### src/sv/dst_rule_check_unit_assert.svh
// ----------------------------------------------------------------------------
// DST rule check assertion macros
// Shared concurrent assertion forms for the daylight saving time rule check.
// ----------------------------------------------------------------------------
`ifndef DST_RULE_CHECK_UNIT_ASSERT_SVH
`define DST_RULE_CHECK_UNIT_ASSERT_SVH

// Same-cycle implication, sampled on clk and disabled while rst_n is low.
`define DRC_ASSERT_IMPL(name, ante, cons) \
    name: assert property (@(posedge clk) disable iff (!rst_n) (ante) |-> (cons)) \
        else $error("dst_rule_check_unit: assertion failed");

// Next-cycle implication, sampled on clk and disabled while rst_n is low.
`define DRC_ASSERT_NEXT(name, ante, cons) \
    name: assert property (@(posedge clk) disable iff (!rst_n) (ante) |=> (cons)) \
        else $error("dst_rule_check_unit: assertion failed");

`endif

### src/sv/dst_pkg.sv
// ----------------------------------------------------------------------------
// DST rule check package
// Configuration types, pipeline load controls, calendar tables and helpers.
// ----------------------------------------------------------------------------
`default_nettype none

package dst_pkg;

    localparam logic signed [28:0] DAY_MS_S    = 29'sd86400000;
    localparam logic signed [28:0] DAY_MS_M1_S = 29'sd86399999;

    typedef enum logic [2:0] {
        REG_DST_ENABLE     = 3'd0,
        REG_ABSOLUTE_RULES = 3'd1,
        REG_START_RULE     = 3'd2,
        REG_START_TIME_MS  = 3'd3,
        REG_END_RULE       = 3'd4,
        REG_END_TIME_MS    = 3'd5,
        REG_DST_BIAS       = 3'd6
    } cfg_reg_t;

    typedef struct packed {
        logic               dst_enable;
        logic               absolute_rules;
        logic [9:0]         start_rule;
        logic [26:0]        start_time_ms;
        logic [9:0]         end_rule;
        logic [26:0]        end_time_ms;
        logic signed [11:0] dst_bias_minutes;
    } cfg_t;

    localparam cfg_t CFG_RESET = '{
        dst_enable:       1'b1,
        absolute_rules:   1'b0,
        start_rule:       10'd0,
        start_time_ms:    27'd0,
        end_rule:         10'd0,
        end_time_ms:      27'd0,
        dst_bias_minutes: 12'sd0
    };

    typedef struct packed {
        logic ld_p2;
        logic ld_p3;
    } stage_en_t;

    // Day of year of the last day of a month, with -1 for month zero.
    function automatic logic signed [9:0] cum_day(input logic [3:0] month, input logic leap);
        logic signed [9:0] d;
        case (month)
            4'd0:    d = -10'sd1;
            4'd1:    d = 10'sd30;
            4'd2:    d = leap ? 10'sd59  : 10'sd58;
            4'd3:    d = leap ? 10'sd90  : 10'sd89;
            4'd4:    d = leap ? 10'sd120 : 10'sd119;
            4'd5:    d = leap ? 10'sd151 : 10'sd150;
            4'd6:    d = leap ? 10'sd181 : 10'sd180;
            4'd7:    d = leap ? 10'sd212 : 10'sd211;
            4'd8:    d = leap ? 10'sd243 : 10'sd242;
            4'd9:    d = leap ? 10'sd273 : 10'sd272;
            4'd10:   d = leap ? 10'sd304 : 10'sd303;
            4'd11:   d = leap ? 10'sd334 : 10'sd333;
            4'd12:   d = leap ? 10'sd365 : 10'sd364;
            default: d = 10'sd0;
        endcase
        return d;
    endfunction

    // Remainder modulo 7 by folding octal digits, since 8 is 1 modulo 7.
    function automatic logic [2:0] mod7(input logic [9:0] v);
        logic [4:0] a;
        logic [3:0] b;
        a = 5'(v[2:0]) + 5'(v[5:3]) + 5'(v[8:6]) + 5'(v[9]);
        b = 4'(a[2:0]) + 4'(a[4:3]);
        if (b >= 4'd7)
        begin
            b = b - 4'd7;
        end
        return b[2:0];
    endfunction

endpackage

`default_nettype wire

### src/sv/dst_cfg_regs.sv
// ----------------------------------------------------------------------------
// DST rule check configuration registers
// Register file written through the configuration transaction channel.
// ----------------------------------------------------------------------------
`default_nettype none

module dst_cfg_regs
    import dst_pkg::*;
(
    input  logic        clk,
    input  logic        rst_n,
    input  logic        cfg_valid,
    output logic        cfg_ready,
    input  logic [2:0]  cfg_index,
    input  logic [26:0] cfg_data,
    output cfg_t        cfg
);

    cfg_t cfg_reg;
    cfg_t cfg_next;

    assign cfg_ready = 1'b1;
    assign cfg       = cfg_reg;

    always_comb
    begin
        cfg_next = cfg_reg;
        if (cfg_valid)
        begin
            unique case (cfg_reg_t'(cfg_index))
                REG_DST_ENABLE:     cfg_next.dst_enable       = cfg_data[0];
                REG_ABSOLUTE_RULES: cfg_next.absolute_rules   = cfg_data[0];
                REG_START_RULE:     cfg_next.start_rule       = cfg_data[9:0];
                REG_START_TIME_MS:  cfg_next.start_time_ms    = cfg_data;
                REG_END_RULE:       cfg_next.end_rule         = cfg_data[9:0];
                REG_END_TIME_MS:    cfg_next.end_time_ms      = cfg_data;
                REG_DST_BIAS:       cfg_next.dst_bias_minutes = $signed(cfg_data[11:0]);
                default:            cfg_next                  = cfg_reg;
            endcase
        end
    end

    always_ff @(posedge clk or negedge rst_n)
    begin
        if (!rst_n)
        begin
            cfg_reg <= CFG_RESET;
        end
        else
        begin
            cfg_reg <= cfg_next;
        end
    end

endmodule

`default_nettype wire

### src/sv/dst_rule_day.sv
// ----------------------------------------------------------------------------
// DST rule transition day
// Two pipeline stages that turn a week/weekday/month rule into a day of year.
// ----------------------------------------------------------------------------
`default_nettype none

module dst_rule_day
    import dst_pkg::*;
(
    input  logic               clk,
    input  stage_en_t          en,
    input  logic [9:0]         rule,
    input  logic [8:0]         base,
    input  logic               leap,
    output logic signed [10:0] day
);

    logic [3:0]         month;
    logic [2:0]         week;
    logic [2:0]         wday;
    logic signed [9:0]  first_cum;
    logic [8:0]         first_day_next;
    logic [9:0]         day_sum;
    logic [2:0]         mdow_next;
    logic signed [9:0]  limit_next;

    logic [8:0]         first_day_reg;
    logic [2:0]         mdow_reg;
    logic signed [9:0]  limit_reg;

    logic signed [4:0]  wday_diff;
    logic signed [4:0]  week_adj;
    logic signed [10:0] day_raw;
    logic signed [10:0] day_next;
    logic signed [10:0] day_reg;

    assign month = rule[9:6];
    assign week  = rule[5:3];
    assign wday  = rule[2:0];

    assign first_cum      = cum_day(month - 4'd1, leap);
    assign first_day_next = 9'(first_cum + 10'sd1);
    assign day_sum        = 10'(first_day_next) + 10'(base);
    assign mdow_next      = mod7(day_sum);
    assign limit_next     = cum_day(month, leap);

    always_ff @(posedge clk)
    begin
        if (en.ld_p2)
        begin
            first_day_reg <= first_day_next;
            mdow_reg      <= mdow_next;
            limit_reg     <= limit_next;
        end
    end

    assign wday_diff = $signed({2'b00, wday}) - $signed({2'b00, mdow_reg});
    assign week_adj  = (mdow_reg <= wday) ? $signed({2'b00, week}) - 5'sd1
                                          : $signed({2'b00, week});
    assign day_raw   = $signed({2'b00, first_day_reg}) + 11'(wday_diff)
                     + 11'(week_adj) * 11'sd7;
    assign day_next  = (week == 3'd5 && day_raw > 11'(limit_reg)) ? day_raw - 11'sd7
                                                                 : day_raw;

    always_ff @(posedge clk)
    begin
        if (en.ld_p3)
        begin
            day_reg <= day_next;
        end
    end

    assign day = day_reg;

endmodule

`default_nettype wire

### src/sv/dst_rule_check_unit.sv
// ----------------------------------------------------------------------------
// DST rule check unit
// Decides whether a local time lies inside the daylight saving period.
//
//   Channel  Handshake              Payload
//   input    in_valid / in_ready    year_since_1900, day_of_year, hour,
//                                   minute, second
//   output   out_valid / out_ready  in_dst
//   config   cfg_valid / cfg_ready  cfg_index, cfg_data
//
// One transaction is accepted per cycle while the output is not stalled; its
// result is presented from the fourth stage register.
// The four pipeline stages are: rule day base and time sums,
// weekday of the month start and millisecond products, transition day and end
// time wrap, and the final comparison.
// Reset clears all stage valid bits and loads the configuration reset values.
// A stalled output holds each stage that is full; an empty stage still fills.
// ----------------------------------------------------------------------------
`default_nettype none

`include "dst_rule_check_unit_assert.svh"

module dst_rule_check_unit
    import dst_pkg::*;
(
    input  logic        clk,
    input  logic        rst_n,
    input  logic        cfg_valid,
    output logic        cfg_ready,
    input  logic [2:0]  cfg_index,
    input  logic [26:0] cfg_data,
    input  logic        in_valid,
    output logic        in_ready,
    input  logic [7:0]  year_since_1900,
    input  logic [8:0]  day_of_year,
    input  logic [4:0]  hour,
    input  logic [5:0]  minute,
    input  logic [5:0]  second,
    output logic        out_valid,
    input  logic        out_ready,
    output logic        in_dst
);

    cfg_t      cfg;
    stage_en_t stage_en;

    logic valid_p1_reg, valid_p2_reg, valid_p3_reg, valid_p4_reg;
    logic ready_p1, ready_p2, ready_p3, ready_p4;
    logic in_acc, out_acc;
    logic [3:0] stage_valid;

    logic [7:0]         year_m1;
    logic [8:0]         base_next;
    logic               leap_next;
    logic [16:0]        secs_next;
    logic signed [27:0] bias_ms_next;
    logic [8:0]         base_p1_reg;
    logic               leap_p1_reg;
    logic [8:0]         yday_p1_reg;
    logic [16:0]        secs_p1_reg;
    logic signed [27:0] bias_ms_p1_reg;

    logic [26:0]        ms_next;
    logic signed [28:0] ems_raw_next;
    logic [8:0]         yday_p2_reg;
    logic [26:0]        ms_p2_reg;
    logic signed [28:0] ems_raw_p2_reg;

    logic signed [28:0] ems_next;
    logic [8:0]         yday_p3_reg;
    logic [26:0]        ms_p3_reg;
    logic signed [28:0] ems_p3_reg;

    logic signed [10:0] start_day;
    logic signed [10:0] end_day;
    logic signed [10:0] yday_s;
    logic [3:0]         start_month;
    logic [3:0]         end_month;
    logic               cfg_ok;
    logic               time_after_start;
    logic               time_before_end;
    logic               in_dst_next;
    logic               in_dst_reg;

    dst_cfg_regs u_cfg_regs (
        .clk       (clk),
        .rst_n     (rst_n),
        .cfg_valid (cfg_valid),
        .cfg_ready (cfg_ready),
        .cfg_index (cfg_index),
        .cfg_data  (cfg_data),
        .cfg       (cfg)
    );

    // Each stage advances when it is empty or the stage after it advances.
    assign ready_p4 = !valid_p4_reg || out_ready;
    assign ready_p3 = !valid_p3_reg || ready_p4;
    assign ready_p2 = !valid_p2_reg || ready_p3;
    assign ready_p1 = !valid_p1_reg || ready_p2;

    assign in_ready       = ready_p1;
    assign out_valid      = valid_p4_reg;
    assign in_dst         = in_dst_reg;
    assign in_acc         = in_valid && in_ready;
    assign out_acc        = out_valid && out_ready;
    assign stage_valid    = {valid_p4_reg, valid_p3_reg, valid_p2_reg, valid_p1_reg};
    assign stage_en.ld_p2 = ready_p2;
    assign stage_en.ld_p3 = ready_p3;

    always_ff @(posedge clk or negedge rst_n)
    begin
        if (!rst_n)
        begin
            valid_p1_reg <= 1'b0;
            valid_p2_reg <= 1'b0;
            valid_p3_reg <= 1'b0;
            valid_p4_reg <= 1'b0;
        end
        else
        begin
            if (ready_p1)
            begin
                valid_p1_reg <= in_valid;
            end
            if (ready_p2)
            begin
                valid_p2_reg <= valid_p1_reg;
            end
            if (ready_p3)
            begin
                valid_p3_reg <= valid_p2_reg;
            end
            if (ready_p4)
            begin
                valid_p4_reg <= valid_p3_reg;
            end
        end
    end

    // The weekday base folds 365 days per year into one day per year plus leap days.
    assign year_m1      = year_since_1900 - 8'd1;
    assign base_next    = (year_since_1900 == 8'd0) ? 9'd0
                        : 9'(year_since_1900) + 9'(year_m1 >> 2) + 9'd1;
    assign leap_next    = (year_since_1900[1:0] == 2'b00);
    assign secs_next    = 17'(hour) * 17'd3600 + 17'(minute) * 17'd60 + 17'(second);
    assign bias_ms_next = 28'($signed(cfg.dst_bias_minutes)) * 28'sd60000;

    always_ff @(posedge clk)
    begin
        if (ready_p1)
        begin
            base_p1_reg    <= base_next;
            leap_p1_reg    <= leap_next;
            yday_p1_reg    <= day_of_year;
            secs_p1_reg    <= secs_next;
            bias_ms_p1_reg <= bias_ms_next;
        end
    end

    dst_rule_day u_start_day (
        .clk  (clk),
        .en   (stage_en),
        .rule (cfg.start_rule),
        .base (base_p1_reg),
        .leap (leap_p1_reg),
        .day  (start_day)
    );

    dst_rule_day u_end_day (
        .clk  (clk),
        .en   (stage_en),
        .rule (cfg.end_rule),
        .base (base_p1_reg),
        .leap (leap_p1_reg),
        .day  (end_day)
    );

    assign ms_next      = 27'(secs_p1_reg) * 27'd1000;
    assign ems_raw_next = $signed({2'b00, cfg.end_time_ms}) + 29'(bias_ms_p1_reg);

    always_ff @(posedge clk)
    begin
        if (ready_p2)
        begin
            yday_p2_reg    <= yday_p1_reg;
            ms_p2_reg      <= ms_next;
            ems_raw_p2_reg <= ems_raw_next;
        end
    end

    always_comb
    begin
        if (ems_raw_p2_reg < 29'sd0)
        begin
            ems_next = ems_raw_p2_reg + DAY_MS_M1_S;
        end
        else if (ems_raw_p2_reg >= DAY_MS_S)
        begin
            ems_next = ems_raw_p2_reg - DAY_MS_M1_S;
        end
        else
        begin
            ems_next = ems_raw_p2_reg;
        end
    end

    always_ff @(posedge clk)
    begin
        if (ready_p3)
        begin
            yday_p3_reg <= yday_p2_reg;
            ms_p3_reg   <= ms_p2_reg;
            ems_p3_reg  <= ems_next;
        end
    end

    assign start_month      = cfg.start_rule[9:6];
    assign end_month        = cfg.end_rule[9:6];
    assign cfg_ok           = cfg.dst_enable && !cfg.absolute_rules
                           && start_month != 4'd0 && start_month <= 4'd12
                           && end_month != 4'd0 && end_month <= 4'd12;
    assign yday_s           = $signed({2'b00, yday_p3_reg});
    assign time_after_start = (ms_p3_reg >= cfg.start_time_ms);
    assign time_before_end  = ($signed({2'b00, ms_p3_reg}) < ems_p3_reg);

    always_comb
    begin
        if (yday_s == start_day)
        begin
            in_dst_next = time_after_start;
        end
        else
        begin
            in_dst_next = time_before_end;
        end
        if (start_day < end_day)
        begin
            if (yday_s < start_day || yday_s > end_day)
            begin
                in_dst_next = 1'b0;
            end
            else if (yday_s > start_day && yday_s < end_day)
            begin
                in_dst_next = 1'b1;
            end
        end
        else
        begin
            if (yday_s < end_day || yday_s > start_day)
            begin
                in_dst_next = 1'b1;
            end
            else if (yday_s > end_day && yday_s < start_day)
            begin
                in_dst_next = 1'b0;
            end
        end
        if (!cfg_ok)
        begin
            in_dst_next = 1'b0;
        end
    end

    always_ff @(posedge clk)
    begin
        if (ready_p4)
        begin
            in_dst_reg <= in_dst_next;
        end
    end

    `DRC_ASSERT_IMPL(a_stall_only_from_output, !in_ready, out_valid && !out_ready)
    `DRC_ASSERT_NEXT(a_occupancy, 1'b1,
        $countones(stage_valid) == $past($countones(stage_valid)) + $past(in_acc) - $past(out_acc))
    `DRC_ASSERT_IMPL(a_start_day_range, valid_p3_reg && cfg_ok,
        start_day >= -11'sd7 && start_day <= 11'sd391)
    `DRC_ASSERT_IMPL(a_end_day_range, valid_p3_reg && cfg_ok,
        end_day >= -11'sd7 && end_day <= 11'sd391)

endmodule

`default_nettype wire

### config.mk
export PLATFORM = sky130hd
export DESIGN_NAME = dst_rule_check_unit
export DESIGN_NICKNAME = d
export VERILOG_FILES = /design/src/sv/dst_pkg.sv /design/src/sv/dst_cfg_regs.sv /design/src/sv/dst_rule_day.sv /design/src/sv/dst_rule_check_unit.sv
export VERILOG_INCLUDE_DIRS = /design/src /design/src/sv
export SDC_FILE = /design/constraint.sdc
export NUM_CORES = 1
export LEC_CHECK = 0
export BUFFER_PORTS_ARGS = -buffer_cell sky130_fd_sc_hd__buf_2
export CAP_MARGIN = 15
export CORE_MARGIN = 10
export CORE_UTILIZATION = 50
export CTS_BUF_LIST = sky130_fd_sc_hd__clkbuf_8
export CTS_CLUSTER_DIAMETER = 150
export CTS_CLUSTER_SIZE = 16
export DETAILED_ROUTE_END_ITERATION = 12
export PLACE_DENSITY = 0.76
export SETUP_SLACK_MARGIN = 0.1
export SYNTH_ARGS = -nofsm -noshare
export SYNTH_HDL_FRONTEND = slang
export SYNTH_SLANG_ARGS = --single-unit
export TNS_END_PERCENT = 50
### constraint.sdc
create_clock -name clk -period 21.1 [get_ports clk]
set_input_delay 1.055 -clock clk [delete_from_list [all_inputs] [get_ports clk]]
set_output_delay 1.055 -clock clk [all_outputs]
set_load 0.05 [all_outputs]
==> flow_results.org <==
** Run status
- Outcome :: finished, final reports clean

** CTS
- Post-CTS Setup Repair Bufs :: 0
- Maximum buffer depth of the clock tree :: 3
- TritonCTS created 25 clock buffers.
- Clock tree from TritonCTS :: built
- Hold buffer count at CTS :: 0
- Clock sink total :: around 340
- CTS built an H-tree with a depth of 1.
- Root Buffer :: sky130_fd_sc_hd__clkbuf_8
- Post-CTS Resized :: 0
- Clock latency on the worst-skew pair :: just over 0.6 ns
- After clock tree synthesis, the clock-pin slew on the worst setup and hold paths is 0.12 ns.

** Worst setup path
- Endpoint arrival time on the critical path :: between 7 and 8 ns
- Largest incremental delay on the critical path :: ~0.52 ns
- Category of the critical setup timing path :: flip-flop to flip-flop
- Kind of cell adding the most delay to the critical path :: adder cells
- STA classifies the critical path endpoint as a flip-flop.
- STA classifies the critical path startpoint as a flip-flop.
- Largest fanout on the critical path :: 6
- Together, buffers and inverters on the worst path number 5.
- Worst EP required :: 21.47 ns
- For this design, the slowest cell found on the critical path is sky130_fd_sc_hd__fa_1.

** Yosys
- Number of distinct library cells after synthesis :: 87
- For this run, asynchronously set or reset flops after synthesis account for about 27%.
- Post-synthesis register bit count :: about 340
- Average cell area after synthesis :: about 11 um^2
- In the synthesized netlist the dominant register cell turns out to be sky130_fd_sc_hd__edfxtp_1.
- The number of nets in the synthesized netlist is between 3,000 and 4,000.
- The synthesized design contains between 200 and 300 enable-type register cells.
- Sequential element share of the synthesized area :: about a third
- Cell count after synthesis :: 2,566
- Mapped Area :: 27,800 um^2
- Syn. warnings :: 0

** Global routing
- After global routing the overflow that remains totals 0.
- Total routing usage reported by global routing :: a little under a fifth
- Antenna violations before repair :: 7
- The via count of the first global-routing pass came to 19,301.
- Pin count of the biggest net entering global routing :: 86
- Wire length of the first global-routing pass :: ~99,000 um

** Detailed routing
- Wire length per cell :: 17.9 um
- Antenna viol nets, final :: 0
- Total Wirelength :: about 61,000 um
- In the routed design, unresolved DRC markers number 0.
- After the first detailed-routing iteration, the DRC count stood at between 1,000 and 1,500.
- The first TritonRoute pass finished after 5 iterations.
- Routed via count divided by cell count :: ~5.5
- Count of vias placed by the detailed router :: 18,703

** Die
- The floorplan step set the die height to between 200 and 300 um.
- Core ar. :: 55,100 um^2
- Horizontal die dimension :: 256 um
- The initial utilization of the core area, before any placement, comes to 50.5%.
- IO Count :: between 70 and 80
- Die ar. :: around 66,000 um^2
- The floorplan has 86 rows.

** Timing
- For the final routed database, the setup TNS stands at 0 ns.
- Highest Clock Rate :: 133 MHz
- After layout, the worst path uses a little over a third of the clock period.
- Worst Clk Skew :: between 0.03 and 0.04 ns
- The max-slew violation total from the final report came to 0.
- Total count of hold-check failures in the final report :: 0
- Final setup violating endpoints :: 0
- Subtracting the final worst setup slack from the clock period gives approximately 7.5 ns.
- Max-slew headroom at the worst pin :: between 20% and 30%
- For the pin with the worst max-slew slack, the measured transition is about 1.1 ns.
- Unrepaired setup endpoints after global routing :: false
- Final WS setup :: roughly 14 ns

** Cells and area
- Layout Nets :: 3,249
- Share of final-layout standard cells stronger than drive strength 1 :: just under 8%
- Relative to the synthesized area, the layout overhead comes to 5.71%.
- Number of flip-flops in the largest register :: between 80 and 90
- Cells fill a little over half of the core in the end.

** Placement
- Place WS :: roughly 14 ns
- At the end of routability-driven placement, the weighted congestion stood at ~0.90.
- Half-perimeter wire length of the detailed placement result :: 48,500 um
- I/O Buffers :: 71

** Hold path
- The path class of the tightest hold or removal check is flip-flop to flip-flop.

** Flow run
- # Max-Cap Violations :: 0
cells by family after synthesis:
logic type	after synthesis	synth area share [%]
AO/OA/AOI/OAI	494	11.4
XOR/XNOR	187	5.88
adder cells (fa/ha/maj)	564	29.9
buffers and inverters	407	5.59
flip-flops	342	35.2
multiplexers	82	3.30
other	1	0.0135
AND/OR/NAND/NOR	489	8.70
cell usage in the layout, fill, tap and decap left out, types with 14 or more instances in the layout:
cell                       instances
sky130_fd_sc_hd__ha_1            396
sky130_fd_sc_hd__inv_1           369
sky130_fd_sc_hd__edfxtp_1        250
sky130_fd_sc_hd__fa_1            168
sky130_fd_sc_hd__a21oi_1         153
sky130_fd_sc_hd__nand2_1         133
sky130_fd_sc_hd__xnor2_1         125
sky130_fd_sc_hd__nor2_1          124
sky130_fd_sc_hd__o21ai_0         102
sky130_fd_sc_hd__dfrtp_1          91
sky130_fd_sc_hd__mux2_2           78
sky130_fd_sc_hd__buf_2            70
sky130_fd_sc_hd__xor2_1           62
sky130_fd_sc_hd__a21o_1           60
sky130_fd_sc_hd__nor3_1           45
sky130_fd_sc_hd__nand3_1          39
sky130_fd_sc_hd__o21bai_1         25
sky130_fd_sc_hd__clkbuf_8         25
sky130_fd_sc_hd__nand2b_1         21
sky130_fd_sc_hd__nand4_1          21
sky130_fd_sc_hd__a31oi_1          19
sky130_fd_sc_hd__o211ai_1         18
sky130_fd_sc_hd__and3_1           15
sky130_fd_sc_hd__a211oi_1         14
sky130_fd_sc_hd__nor2b_1          14
routing by layer:
| layer | global-route usage, % | wire, um | vias up |
|---|---|---|---|
| met5 | 0 | 48 | - |
| met4 | 5.17 | 1520 | 8 |
| met3 | 2.11 | 2590 | 80 |
| met2 | 30.6 | 28400 | 420 |
| met1 | 24.8 | 28100 | 9086 |
| li1 | - | - | 9109 |
stage by stage:
stage | instance area, um^2 | hold slack [ns] | cells
after floorplan | 27800 | 0.400 | 2566
after global placement | 29000 | 0.401 | 3336
after detailed placement | 29000 | 0.405 | 3336
after CTS | 29400 | 0.393 | 3381
after global routing | 29400 | 0.429 | 3384
final | 29400 | 0.414 | 3384
final cells by class:
type | instances | area (um^2)
Inverter | 351 | 1320
Clock inverter | 20 | 82.6
Tap cell | 748 | 936
Fill cell | 4696 | 25700
Multi-Input combinational cell | 1817 | 16500
Sequential cell | 342 | 9810
Timing Repair Buffer | 79 | 430
Clock buffer | 25 | 344
Antenna cell | 2 | 5.00
cells in the mapped netlist, types with 62 or more instances:
cell type | n | share of area, %
sky130_fd_sc_hd__xnor2_1 | 125 | 3.9
sky130_fd_sc_hd__a21oi_1 | 153 | 2.8
sky130_fd_sc_hd__xor2_1 | 62 | 2.0
sky130_fd_sc_hd__edfxtp_1 | 250 | 27
sky130_fd_sc_hd__fa_1 | 168 | 12
sky130_fd_sc_hd__nand2_1 | 134 | 1.8
sky130_fd_sc_hd__inv_1 | 350 | 4.7
sky130_fd_sc_hd__dfrtp_1 | 91 | 8.2
sky130_fd_sc_hd__o21ai_0 | 102 | 1.8
sky130_fd_sc_hd__nor2_1 | 124 | 1.7
sky130_fd_sc_hd__ha_1 | 396 | 18
sky130_fd_sc_hd__mux2_2 | 78 | 3.2
worst paths after layout:
check / startpoint / to / slack [ns] / cells past startpoint
min in group asynchronous: rst_n / valid_p1_reg / 0.42 / 1
hold / removal: ms_p2_reg[15] / ms_p3_reg[15] / 0.41 / 0
setup reg to reg: u_cfg_regs.cfg[76] / u_start_day.day[10] / 13.59 / 34
max in group asynchronous: rst_n / u_cfg_regs.cfg[9] / 19.57 / 2
hold reg to reg: ms_p2_reg[15] / ms_p3_reg[15] / 0.41 / 0
setup / recovery: u_cfg_regs.cfg[76] / u_start_day.day[10] / 13.59 / 34
Power is not shown: default switching activity piles up to over one toggle a cycle in this logic, so the estimate is an artifact.
